[src/rtl/cqe_pkg.sv]
// Package for the circular queue engine.
// Holds field widths, parameter defaults, operation and status codes,
// and the result control struct passed from the controller to the top level.
package cqe_pkg;

    localparam int DEPTH_DEFAULT     = 64;
    localparam int WORD_BITS_DEFAULT = 32;
    localparam int DATA_BITS         = 32;
    localparam int CAP_BITS          = 7;
    localparam int OP_BITS           = 2;
    localparam int STATUS_BITS       = 2;

    typedef enum logic [OP_BITS-1:0] {
        OP_ENQ  = 2'd0,
        OP_DEQ  = 2'd1,
        OP_TRAV = 2'd2
    } op_t;

    typedef enum logic [STATUS_BITS-1:0] {
        STATUS_OK    = 2'd0,
        STATUS_FULL  = 2'd1,
        STATUS_EMPTY = 2'd2
    } status_t;

    typedef struct packed {
        logic    valid;
        logic    from_mem;
        status_t status;
        logic    last;
        logic    empty;
        logic    full;
    } res_ctl_t;

endpackage

[src/rtl/cqe_mem.sv]
// Slot memory of the circular queue engine.
// One write port and one registered read port; uses no package items.
module cqe_mem #(
    parameter int DEPTH     = 64,
    parameter int WORD_BITS = 32,
    parameter int AW        = 6
) (
    input  logic                 clk,
    input  logic                 we,
    input  logic [AW-1:0]        waddr,
    input  logic [WORD_BITS-1:0] wdata,
    input  logic [AW-1:0]        raddr,
    output logic [WORD_BITS-1:0] rdata
);

    logic [WORD_BITS-1:0] mem_array [DEPTH];
    logic [WORD_BITS-1:0] rd_data_reg;

    always_ff @(posedge clk)
    begin
        if (we)
        begin
            mem_array[waddr] <= wdata;
        end
    end

    always_ff @(posedge clk)
    begin
        rd_data_reg <= mem_array[raddr];
    end

    assign rdata = rd_data_reg;

endmodule

[src/rtl/cqe_ctrl.sv]
// Controller of the circular queue engine: capacity, head and tail indices,
// empty flag, traversal sequencer and memory addressing.
// Depends on cqe_pkg for codes and the result control struct.
module cqe_ctrl #(
    parameter int DEPTH = 64,
    parameter int AW    = 6,
    parameter int CW    = 7
) (
    input  logic                          clk,
    input  logic                          rst_n,
    input  logic                          start,
    input  logic [cqe_pkg::OP_BITS-1:0]   op,
    output logic                          busy,
    input  logic                          cap_we,
    input  logic [cqe_pkg::CAP_BITS-1:0]  cap_data,
    output logic                          mem_we,
    output logic [AW-1:0]                 mem_waddr,
    output logic [AW-1:0]                 mem_raddr,
    output cqe_pkg::res_ctl_t             res
);

    typedef enum logic [1:0] {
        ST_IDLE = 2'b01,
        ST_TRAV = 2'b10
    } state_t;

    state_t                     state_reg, state_next;
    logic [CW-1:0]              cap_reg, cap_next;
    logic [AW-1:0]              head_reg, head_next;
    logic [AW-1:0]              tail_reg, tail_next;
    logic                       empty_reg, empty_next;
    logic [AW-1:0]              ptr_reg, ptr_next;
    logic [CW-1:0]              cnt_reg, cnt_next;
    logic                       pend_valid_reg, pend_valid_next;
    logic                       pend_mem_reg, pend_mem_next;
    cqe_pkg::status_t           pend_status_reg, pend_status_next;
    logic                       pend_last_reg, pend_last_next;
    logic                       accept;
    logic                       full;
    logic                       fin;
    logic [AW-1:0]              tail_inc;

    function automatic logic [AW-1:0] next_idx(input logic [AW-1:0] idx,
                                               input logic [CW-1:0] cap);
        logic [CW:0] sum;
        sum = (CW+1)'(idx) + (CW+1)'(1);
        if (sum >= (CW+1)'(cap))
            return '0;
        return AW'(sum);
    endfunction

    function automatic logic [CW-1:0] eff_cap(input logic [cqe_pkg::CAP_BITS-1:0] v);
        if (v == '0)
            return CW'(1);
        if (v > cqe_pkg::CAP_BITS'(DEPTH))
            return CW'(DEPTH);
        return CW'(v);
    endfunction

    assign busy     = (state_reg != ST_IDLE) || pend_valid_reg;
    assign accept   = start && !busy;
    assign tail_inc = next_idx(tail_reg, cap_reg);
    assign full     = !empty_reg && (tail_inc == head_reg);
    assign fin      = (ptr_reg == tail_reg) || (cnt_reg == CW'(DEPTH - 1));

    always_comb
    begin
        state_next       = state_reg;
        cap_next         = cap_reg;
        head_next        = head_reg;
        tail_next        = tail_reg;
        empty_next       = empty_reg;
        ptr_next         = ptr_reg;
        cnt_next         = cnt_reg;
        pend_valid_next  = 1'b0;
        pend_mem_next    = 1'b0;
        pend_status_next = cqe_pkg::STATUS_OK;
        pend_last_next   = 1'b1;
        mem_we           = 1'b0;
        mem_waddr        = tail_inc;
        mem_raddr        = head_reg;

        if (cap_we && empty_reg)
        begin
            cap_next  = eff_cap(cap_data);
            head_next = '0;
            tail_next = '0;
        end

        unique case (state_reg)
            ST_IDLE:
            begin
                if (accept)
                begin
                    case (op)
                        cqe_pkg::OP_ENQ:
                        begin
                            pend_valid_next = 1'b1;
                            if (full)
                            begin
                                pend_status_next = cqe_pkg::STATUS_FULL;
                            end
                            else if (empty_reg)
                            begin
                                mem_we     = 1'b1;
                                mem_waddr  = '0;
                                head_next  = '0;
                                tail_next  = '0;
                                empty_next = 1'b0;
                            end
                            else
                            begin
                                mem_we    = 1'b1;
                                tail_next = tail_inc;
                            end
                        end
                        cqe_pkg::OP_DEQ:
                        begin
                            pend_valid_next = 1'b1;
                            if (empty_reg)
                            begin
                                pend_status_next = cqe_pkg::STATUS_EMPTY;
                            end
                            else
                            begin
                                pend_mem_next = 1'b1;
                                if (head_reg == tail_reg)
                                begin
                                    empty_next = 1'b1;
                                    head_next  = '0;
                                    tail_next  = '0;
                                end
                                else
                                begin
                                    head_next = next_idx(head_reg, cap_reg);
                                end
                            end
                        end
                        cqe_pkg::OP_TRAV:
                        begin
                            if (empty_reg)
                            begin
                                pend_valid_next  = 1'b1;
                                pend_status_next = cqe_pkg::STATUS_EMPTY;
                            end
                            else
                            begin
                                state_next = ST_TRAV;
                                ptr_next   = head_reg;
                                cnt_next   = '0;
                            end
                        end
                        default:
                        begin
                        end
                    endcase
                end
            end
            ST_TRAV:
            begin
                mem_raddr       = ptr_reg;
                pend_valid_next = 1'b1;
                pend_mem_next   = 1'b1;
                pend_last_next  = fin;
                ptr_next        = next_idx(ptr_reg, cap_reg);
                cnt_next        = cnt_reg + CW'(1);
                if (fin)
                begin
                    state_next = ST_IDLE;
                end
            end
            default:
            begin
                state_next = ST_IDLE;
            end
        endcase
    end

    always_ff @(posedge clk or negedge rst_n)
    begin
        if (!rst_n)
        begin
            state_reg       <= ST_IDLE;
            cap_reg         <= CW'(DEPTH);
            head_reg        <= '0;
            tail_reg        <= '0;
            empty_reg       <= 1'b1;
            ptr_reg         <= '0;
            cnt_reg         <= '0;
            pend_valid_reg  <= 1'b0;
            pend_mem_reg    <= 1'b0;
            pend_status_reg <= cqe_pkg::STATUS_OK;
            pend_last_reg   <= 1'b0;
        end
        else
        begin
            state_reg       <= state_next;
            cap_reg         <= cap_next;
            head_reg        <= head_next;
            tail_reg        <= tail_next;
            empty_reg       <= empty_next;
            ptr_reg         <= ptr_next;
            cnt_reg         <= cnt_next;
            pend_valid_reg  <= pend_valid_next;
            pend_mem_reg    <= pend_mem_next;
            pend_status_reg <= pend_status_next;
            pend_last_reg   <= pend_last_next;
        end
    end

    always_comb
    begin
        res.valid    = pend_valid_reg;
        res.from_mem = pend_mem_reg;
        res.status   = pend_status_reg;
        res.last     = pend_last_reg;
        res.empty    = empty_reg;
        res.full     = full;
    end

endmodule

[src/rtl/circular_queue_engine.sv]
// Circular queue engine: a FIFO of signed words with a programmable capacity.
// An accepted request raises busy while its result is pending in the controller;
// the result passes through the controller's pending register and the output
// register before it is strobed, and a new request can be taken in that strobe
// cycle. A traverse keeps busy high while it walks the stored words and strobes
// one word per cycle, paced by the single registered read port of the slot
// memory. Results cannot be held off: each is valid for exactly the cycle in
// which strobe is high. Capacity writes take effect only while the queue is empty.
// Depends on cqe_pkg, cqe_mem and cqe_ctrl.
module circular_queue_engine #(
    parameter int DEPTH     = cqe_pkg::DEPTH_DEFAULT,
    parameter int WORD_BITS = cqe_pkg::WORD_BITS_DEFAULT
) (
    input  logic                                 clk,
    input  logic                                 rst_n,
    input  logic                                 start,
    output logic                                 busy,
    input  logic [cqe_pkg::OP_BITS-1:0]          op,
    input  logic signed [cqe_pkg::DATA_BITS-1:0] value,
    input  logic                                 cap_we,
    input  logic [cqe_pkg::CAP_BITS-1:0]         cap_data,
    output logic                                 strobe,
    output logic signed [cqe_pkg::DATA_BITS-1:0] data,
    output logic [cqe_pkg::STATUS_BITS-1:0]      status,
    output logic                                 last,
    output logic                                 is_empty,
    output logic                                 is_full
);

    localparam int AW = (DEPTH > 1) ? $clog2(DEPTH) : 1;
    localparam int CW = $clog2(DEPTH + 1);

    logic                          mem_we;
    logic [AW-1:0]                 mem_waddr;
    logic [AW-1:0]                 mem_raddr;
    logic [WORD_BITS-1:0]          mem_rdata;
    cqe_pkg::res_ctl_t             res;

    logic                          strobe_reg;
    logic [cqe_pkg::DATA_BITS-1:0] data_reg;
    cqe_pkg::status_t              status_reg;
    logic                          last_reg;
    logic                          empty_reg;
    logic                          full_reg;

    cqe_ctrl #(
        .DEPTH (DEPTH),
        .AW    (AW),
        .CW    (CW)
    ) u_ctrl (
        .clk       (clk),
        .rst_n     (rst_n),
        .start     (start),
        .op        (op),
        .busy      (busy),
        .cap_we    (cap_we),
        .cap_data  (cap_data),
        .mem_we    (mem_we),
        .mem_waddr (mem_waddr),
        .mem_raddr (mem_raddr),
        .res       (res)
    );

    cqe_mem #(
        .DEPTH     (DEPTH),
        .WORD_BITS (WORD_BITS),
        .AW        (AW)
    ) u_mem (
        .clk   (clk),
        .we    (mem_we),
        .waddr (mem_waddr),
        .wdata (WORD_BITS'(value)),
        .raddr (mem_raddr),
        .rdata (mem_rdata)
    );

    always_ff @(posedge clk or negedge rst_n)
    begin
        if (!rst_n)
        begin
            strobe_reg <= 1'b0;
        end
        else
        begin
            strobe_reg <= res.valid;
        end
    end

    always_ff @(posedge clk)
    begin
        data_reg   <= res.from_mem ? cqe_pkg::DATA_BITS'(mem_rdata) : '0;
        status_reg <= res.status;
        last_reg   <= res.last;
        empty_reg  <= res.empty;
        full_reg   <= res.full;
    end

    assign strobe   = strobe_reg;
    assign data     = data_reg;
    assign status   = status_reg;
    assign last     = last_reg;
    assign is_empty = empty_reg;
    assign is_full  = full_reg;

`ifndef SYNTHESIS
    a_strobe_after_busy: assert property (@(posedge clk) disable iff (!rst_n)
        strobe |-> $past(busy))
        else $error("result strobed without a request in progress");

    a_empty_not_full: assert property (@(posedge clk) disable iff (!rst_n)
        strobe && is_empty |-> !is_full)
        else $error("queue reported both empty and full");

    a_accept_busy: assert property (@(posedge clk) disable iff (!rst_n)
        start && !busy && (op == cqe_pkg::OP_ENQ || op == cqe_pkg::OP_DEQ
            || op == cqe_pkg::OP_TRAV) |=> busy)
        else $error("accepted request did not raise busy");

    a_empty_result: assert property (@(posedge clk) disable iff (!rst_n)
        strobe && status == cqe_pkg::STATUS_EMPTY |-> last && data == '0)
        else $error("empty result with data or without last");
`endif

endmodule

[config.mk]
export PLATFORM = sky130hd
export DESIGN_NAME = circular_queue_engine
export DESIGN_NICKNAME = d
export VERILOG_FILES = /design/src/rtl/cqe_pkg.sv /design/src/rtl/cqe_mem.sv /design/src/rtl/cqe_ctrl.sv /design/src/rtl/circular_queue_engine.sv
export SDC_FILE = /design/constraint.sdc
export NUM_CORES = 2
export LEC_CHECK = 0
export BUFFER_PORTS_ARGS = -buffer_cell sky130_fd_sc_hd__buf_4
export CAP_MARGIN = 15
export CORE_ASPECT_RATIO = 0.75
export CORE_MARGIN = 2
export CORE_UTILIZATION = 57
export CTS_CLUSTER_SIZE = 8
export DETAILED_ROUTE_END_ITERATION = 8
export PLACE_DENSITY = 0.76
export SYNTH_ARGS = -nofsm -noshare
export SYNTH_HDL_FRONTEND = slang
export SYNTH_SLANG_ARGS = --single-unit
[constraint.sdc]
create_clock -name clk -period 6.4 [get_ports clk]
set_input_delay 0.32 -clock clk [delete_from_list [all_inputs] [get_ports clk]]
set_output_delay 0.32 -clock clk [all_outputs]
set_load 0.02 [all_outputs]
==> Word level (Yosys, flattened, before mapping) <==
Memories as Yosys holds them, arrays and structs flattened. A register that Yosys moved wholly into a read port is not among the register bits.
Index checks and enable logic that the tools add are counted.
{ "totals": {"elab_cells": 138, "input_bits": 45, "reg_bits": 78, "mem_count": 1, "mem_bits_ro": 0, "latchBits": 0, "output_inout_bits": 39, "ram_bits": 2048} }
{ "op_classes": {"add_sub_neg": 4, "multipliers": 0, "n_reduce_logical": 16, "magnitude_cmp": 4, "muxes": 82, "n_eq_ne": 14, "n_bitwise": 0, "shift": 0, "div_mod_pow": 0} }
{ "memory_table": {"columns": ["memory", "depth", "word_bits", "read_ports", "rd_ports_with_merged_regs", "write_ports", "line", "text"], "rows": [
  ["u_mem.mem_array", 64, 32, 1, 1, 1, "cqe_mem.sv:16", "logic [WORD_BITS-1:0] mem_array [DEPTH];"]
]} }
{ "ops": {"columns": ["cell", "count"], "rows": [
  ["6-bit two-way mux", 28],
  ["7-bit two-way mux", 7],
  ["6-bit case mux with 2 select lines", 3],
  ["1-bit two-way mux", 30],
  ["8-bit by 7-bit greater-or-equal comparator with 1-bit output", 3],
  ["6-bit by 1-bit adder with 7-bit output, second input constant", 3],
  ["6-bit equality test", 3],
  ["2-bit two-way mux", 7],
  ["7-bit case mux with 2 select lines", 1],
  ["4-bit AND reduction", 3],
  ["1-bit case mux with 2 select lines", 4],
  ["2-bit case mux with 2 select lines", 2],
  ["7-bit by 1-bit adder with 7-bit output, second input constant", 1],
  ["7-bit by 6-bit equality test with 1-bit output, second input constant", 1],
  ["7-bit greater-than comparator, second input constant", 1],
  ["7-bit zero test", 1],
  ["2-bit by 1-bit inequality test with 1-bit output, second input constant", 3],
  ["2-bit inequality test, second input constant", 3],
  ["2-bit by 1-bit equality test with 1-bit output, second input constant", 2],
  ["2-bit equality test, second input constant", 2],
  ["2-bit nonzero test", 2],
  ["2-bit OR reduction", 2],
  ["1-bit logical AND", 3],
  ["1-bit zero test", 2],
  ["2 further kinds", 3]
]} }

==> Logic depth before layout (Yosys ltp) <==
{ "depth": {"word_depth": 14, "ltp_mapped": 14, "depth_no_buf": 12} }

==> Modules after synthesis <==
A second synthesis with hierarchy kept.
{ "hier_totals": {"hier_cells": 4040, "hier_area_um2": 83254.8} }
{ "modules_own_cells": {"columns": ["module", "cells_per_inst", "instances", "area_per_inst_um2", "seq_area_each_um2"], "rows": [
  ["cqe_mem", 3572, 1, 78885.7, 62139.6],
  ["cqe_ctrl", 395, 1, 3348.2, 1004.7],
  ["circular_queue_engine", 73, 1, 1021.0, 765.7]
]} }

==> Worst setup path before layout <==
No wires, ideal clock.
{ "synth_timing": {"path_kind": "reg-to-reg", "start": "reg u_ctrl.tail_reg[1]", "end": "mem u_mem.mem_array[12][0], enable pin", "period_less_slack_ns": 6.608, "path_buffers": 1, "slack_ns": -0.208, "required_ns": 5.898, "path_stages_with_launch": 14, "arrival_ns": 6.105, "cell_sequence": "dfrtp_1 ha_1 nand3_1 xnor2_2 inv_1 ha_1 and3_1 o211ai_1 o21ai_2 mux2_2 o311ai_4 o21ai_2 buf_2 nor4_1"} }
{ "synth_via": {"elab_chain_len": 12, "word_cells_on_any_way": 17} }
{ "synth_rtl": {"columns": ["element", "line", "text"], "rows": [
  ["from (decl)", "cqe_ctrl.sv:30", "logic [AW-1:0] tail_reg, tail_next;"],
  ["from (signal assigned)", "cqe_ctrl.sv:200", "tail_reg <= tail_next;"],
  ["6-bit by 1-bit adder with 7-bit output (*)", "cqe_ctrl.sv:46", "sum = (CW+1)'(idx) + (CW+1)'(1);"],
  ["8-bit by 7-bit greater-or-equal comparator with 1-bit output", "cqe_ctrl.sv:47", "if (sum >= (CW+1)'(cap))"],
  ["1-bit two-way mux", "cqe_ctrl.sv:47", null],
  ["6-bit two-way mux (*)", "cqe_ctrl.sv:49", "return AW'(sum);"],
  ["6-bit equality test", "cqe_ctrl.sv:63", "assign full = !empty_reg && (tail_inc == head_reg);"],
  ["1-bit logical AND", "cqe_ctrl.sv:63", null],
  ["1-bit two-way mux", "cqe_ctrl.sv:99", "if (full)"],
  ["1-bit two-way mux", "cqe_ctrl.sv:95", "case (op)"],
  ["1-bit two-way mux", "cqe_ctrl.sv:93", "if (accept)"],
  ["1-bit two-way mux", "cqe_ctrl.sv:90", "unique case (state_reg)"],
  ["1-bit two-way mux", "cqe_mem.sv:21", "if (we)"],
  ["1-bit two-way mux (implied by the code)", "cqe_mem.sv:23", "mem_array[waddr] <= wdata;"],
  ["to (decl)", "cqe_mem.sv:16", null]
]} }
Mark *: on every way between the ends. The rest lies on a longest branch, timed or not.

==> Worst setup path after layout <==
{ "layout_timing": {"start": "reg u_ctrl.tail_reg[0]", "end": "mem u_mem.mem_array[61][27], enable pin"} }
Same word-level chain as after synthesis.

==> results list <==
* Library cell occupying the most area in the post-synthesis netlist: edfxtp_1
- The number of nets handed over by synthesis was 3985.
- The startpoint identified for the worst register-to-register timing path is u_ctrl.tail_reg[0].
- Once layout is complete, the utilization of the core stands at 0.665.
- The number of different library cells used by synthesis comes to 70.
* Pwr dens: ~460 mW/mm2
- GR Util All Layers: 0.296
- Each instance of the synthesized netlist takes up on average 21.4 um2.
- Worst slew margin relative to its limit: 0.179
- The final layout contains routed wiring with a total length of 219 mm.
- The endpoint identified for the worst register-to-register timing path is u_mem.mem_array[61][27].
- RSZ-0062 raised after global routing: false
- Initial antenna violation count: 12
- Hold Vio Cnt, Final: 0
- In this run the standard cell core region covers 0.145 mm2.
- For the finished layout, the period the worst path requires is ~5.4 ns.
- The total count of max-transition violations in the final report came to 0.
- H-tree levels: 5
- Max Fanout on Critical Path: 32
- Initial Utilization: 0.576
- Final setup vio count: 0
* Compound-Gate Fraction of Synth Area: 0.0250
- Max Freq: between 150 and 200 MHz
* Nature of the critical path startpoint: register
- Estimated wirelength of the detail-placed design: roughly 120 mm
* Seq/Total Area, Yosys: 0.763
- Of the total synthesized cell area, the portion taken by AND, OR, NAND and NOR gates is 0.0282.
* Most frequently used flop master after synthesis: edfxtp_1
- From synthesis to final layout, the design area changed by 15.5%.
- Routability congestion estimate from global placement: roughly 0.86
- Dominant combinational cell family by area after synthesis: multiplexers
- In the final design database the tool counted between 4k and 5k nets.
* Number of flip-flops in the largest register: between 2k and 2.5k
* Clk slew on worst S/H paths: ~0.05 ns
- Logic pwr share: 0.302
- Synthesis inferred approximately 2.2k register bits.
- Drt drc: 0
* Global-route wire length before repair: between 300 and 400 mm
- Number of max-cap violations: 0
* Fraction of layout cells with a size suffix above 1: 0.278
* Hold Slack: 0.0126 ns
- Area of the die: 0.150 mm2
- Dividing the detail-routed via count by the number of cells gives approximately 6.8.
- Sort of element at the end of the critical path: register
* Status: complete, no violations
- Cell internal power was estimated by the tool at 30700 uW.
- Root Buffer: clkbuf_16
- In this run the core area contains approximately 120 standard-cell rows.
- Lkg Pwr: ~0.032 uW
- Of the total synthesized cell area, the portion taken by full adders, half adders and majority gates is 0.00463.
- Pre-Repair DR Iteration Count: 6
- In the finished design, the share of the clock period the worst path needs comes to 0.851.
- The placed instances occupy a cell area of around 0.09 mm2.
- Gates resized, CTS repair: 0
- Clock latency on the worst-skew pair, taken at its later pin, is 0.90 ns.
- Design Power: around 45000 uW
- Power spent charging and discharging nets: 14000 uW
* Average wire per cell in the routed design: ~34 um
* Top-Level Pins: 84
* Antenna-violating nets left: 0
- The number of global-route vias before repair is about 43k.
* Depth of the worst register-to-register path: 14
- Clock network fraction of design power: 0.337
* Post-synthesis cell area: approximately 0.084 mm2
- Sinks on the clock net: 2158
- In this run, CTS created clock tree buffers numbering 320.
- Following the worst setup path forward leads to its endpoint at u_mem.mem_array[61][27].
- The share of synthesized area in the top cell type comes to 0.734.
- Path category of the worst min-delay check: in -> reg
- The first routing iteration left around 6.6k violations.
- Global route overflow: 0
- For this run, the number of Yosys warnings is 0.
- For flop-to-flop paths, the worst setup slack is about 0.96 ns.
- In this run the vertical extent of the chip is approximately 340 um.
- Share of total power in sequential cells: 0.361
- Summed over all failing endpoints, the final setup total negative slack is 0 ns.
* Final non-filler cell area: ~0.097 mm2
* Clock tree from TritonCTS: done
- Multiplexer fraction of the synthesized cell area: 0.160
* Number of input and output port buffers inserted: 83
* Arrival time reported for the critical path endpoint: roughly 6.0 ns
- Counting the fill cells in the layout gives 8727.
- Share of synthesized flip-flops with an asynchronous set or reset: 0.0190
- The most critical setup path has its startpoint at u_ctrl.tail_reg[0].
- Most area-consuming cells after synthesis: edfxtp_1 (73%), mux4_2 (14%), mux2i_1 (1.9%)
- Of the total power, the share spent switching nets is 0.314.
- Of the total synthesized cell area, the portion taken by XOR and XNOR cells is 0.00288.
- For this block, the via count after detailed routing is about 43k.
- STA puts the critical path data required time at ~6.9 ns.
* Worst-margin pin slew: between 1 and 1.5 ns
* Number of standard cells after synthesis: 3909
- Maximum number of pins on one net before global-route repair: 74
- Counting flops with a built-in enable in the synthesized netlist gives about 2k.
- In this run the horizontal extent of the chip is approximately 450 um.
- Final worst clock skew: 0.0614 ns
- The longest clock path from root to sink contains 4 buffers.
* Peak ir drop on the vdd network: 0.000377 V
- Worst setup path category: reg -> reg
kinds of logic (layout without fill, tap and decap cells):
logic type      count (synthesis)  count (layout)
xor+xnor                       25              25
fa+ha+maj                      31              31
other cells                     0               4
mux                           697             697
simple gates                  475             475
buf+inv                       257             787
flops                        2158            2158
compound gates                266             266
placed cells by master, fill, tap and decap left out, types with 21 or more instances in the layout:
master / instances
mux2_2: 26
a31oi_1: 54
clkbuf_1: 156
o32ai_1: 25
o21ai_0: 21
nand2_1: 185
dfxtp_1: 69
mux4_2: 512
dfrtp_1: 37
clkbuf_16: 329
mux2i_1: 159
and3_1: 28
nor3_2: 33
a221o_1: 25
ha_1: 30
inv_1: 29
nor2_1: 24
edfxtp_1: 2048
and2_1: 108
a211oi_1: 63
buf_4: 231
layer usage:
layer	global-route usage	wire length [um]	vias up
met5	0	56	-
met4	0.114	8400	6
met3	0.0878	28100	458
met2	0.430	99700	3254
met1	0.429	82900	22625
li1	-	-	17004
per-stage QoR:
step | std cells | setup slack (ns)
after floorplan | 3909 | -0.208
after global placement | 5901 | 1.25
after detailed placement | 5901 | 1.21
after CTS | 6407 | 1.11
after global routing | 6408 | 0.765
final | 6411 | 0.955
worst max-delay path, stage by stage (launching register included):
cell and delay, ns:
dfrtp_1 0.62, ha_2 0.31, nand3_1 0.13, xnor2_2 0.45, inv_1 0.16, ha_1 0.32, a41o_1 0.21, a21oi_1 0.17
o21ai_2 0.21, o21ai_0 0.21, nand3_1 0.39, o21ai_4 1.04, buf_4 0.39, nor4_2 0.09, buf_4 0.33
worst min path at each step:
stage	from	endpoint	slack, ns	cells after the start
after floorplan	rst_n	strobe	0.02	0
after global placement	u_ctrl.pend_last_reg	last	0.33	0
after detailed placement	u_ctrl.pend_status_reg[1]	status[1]	0.33	0
after CTS	value[5]	u_mem.mem_array[4][5]	0.002	1
after global routing	value[29]	u_mem.mem_array[9][29]	0.02	1
final	value[6]	u_mem.mem_array[1][6]	0.01	1
synthesized netlist by cell type, types with 26 or more instances:
library cell,n
mux2i_1,159
inv_1,29
buf_2,70
nor2_1,33
mux2_2,26
dfrtp_1,38
buf_4,39
nand2_1,186
edfxtp_1,2048
dfxtp_1,69
a31oi_1,55
and2_1,109
a211oi_1,63
nor3_1,39
nor4_1,26
clkbuf_1,81
mux4_2,512
ha_1,31
and3_1,28
layout make-up:
cell class | instances | area [um2] | share of cell area
flip-flops and latches | 2158 | 63900 | 0.661
clock inverters | 7 | 88.8 | 0.000918
multi-input cells | 1494 | 19000 | 0.197
diodes | 4 | 10.0 | 0.000103
well taps | 1968 | 2460 | 0.0255
repair buffers | 265 | 2290 | 0.0237
inverters | 30 | 113 | 0.00116
clock buffers | 485 | 8820 | 0.0912
power groups by stage:
stage                     combinational (uW)  clock [uW]  sequential [uW]
after global placement                 13000           0            16400
after floorplan                         8660           0            16300
after global routing                   14200       15800            16200
final                                  13500       15100            16100
after detailed placement               13200           0            16400
after CTS                              13500       15200            16100
what timing repair did:
item,4_1_cts,5_1_grt
hold buffers,14,0
hold endpoints to repair,56,0
setup buffers,0,0
(Power assumes the default switching activity.)
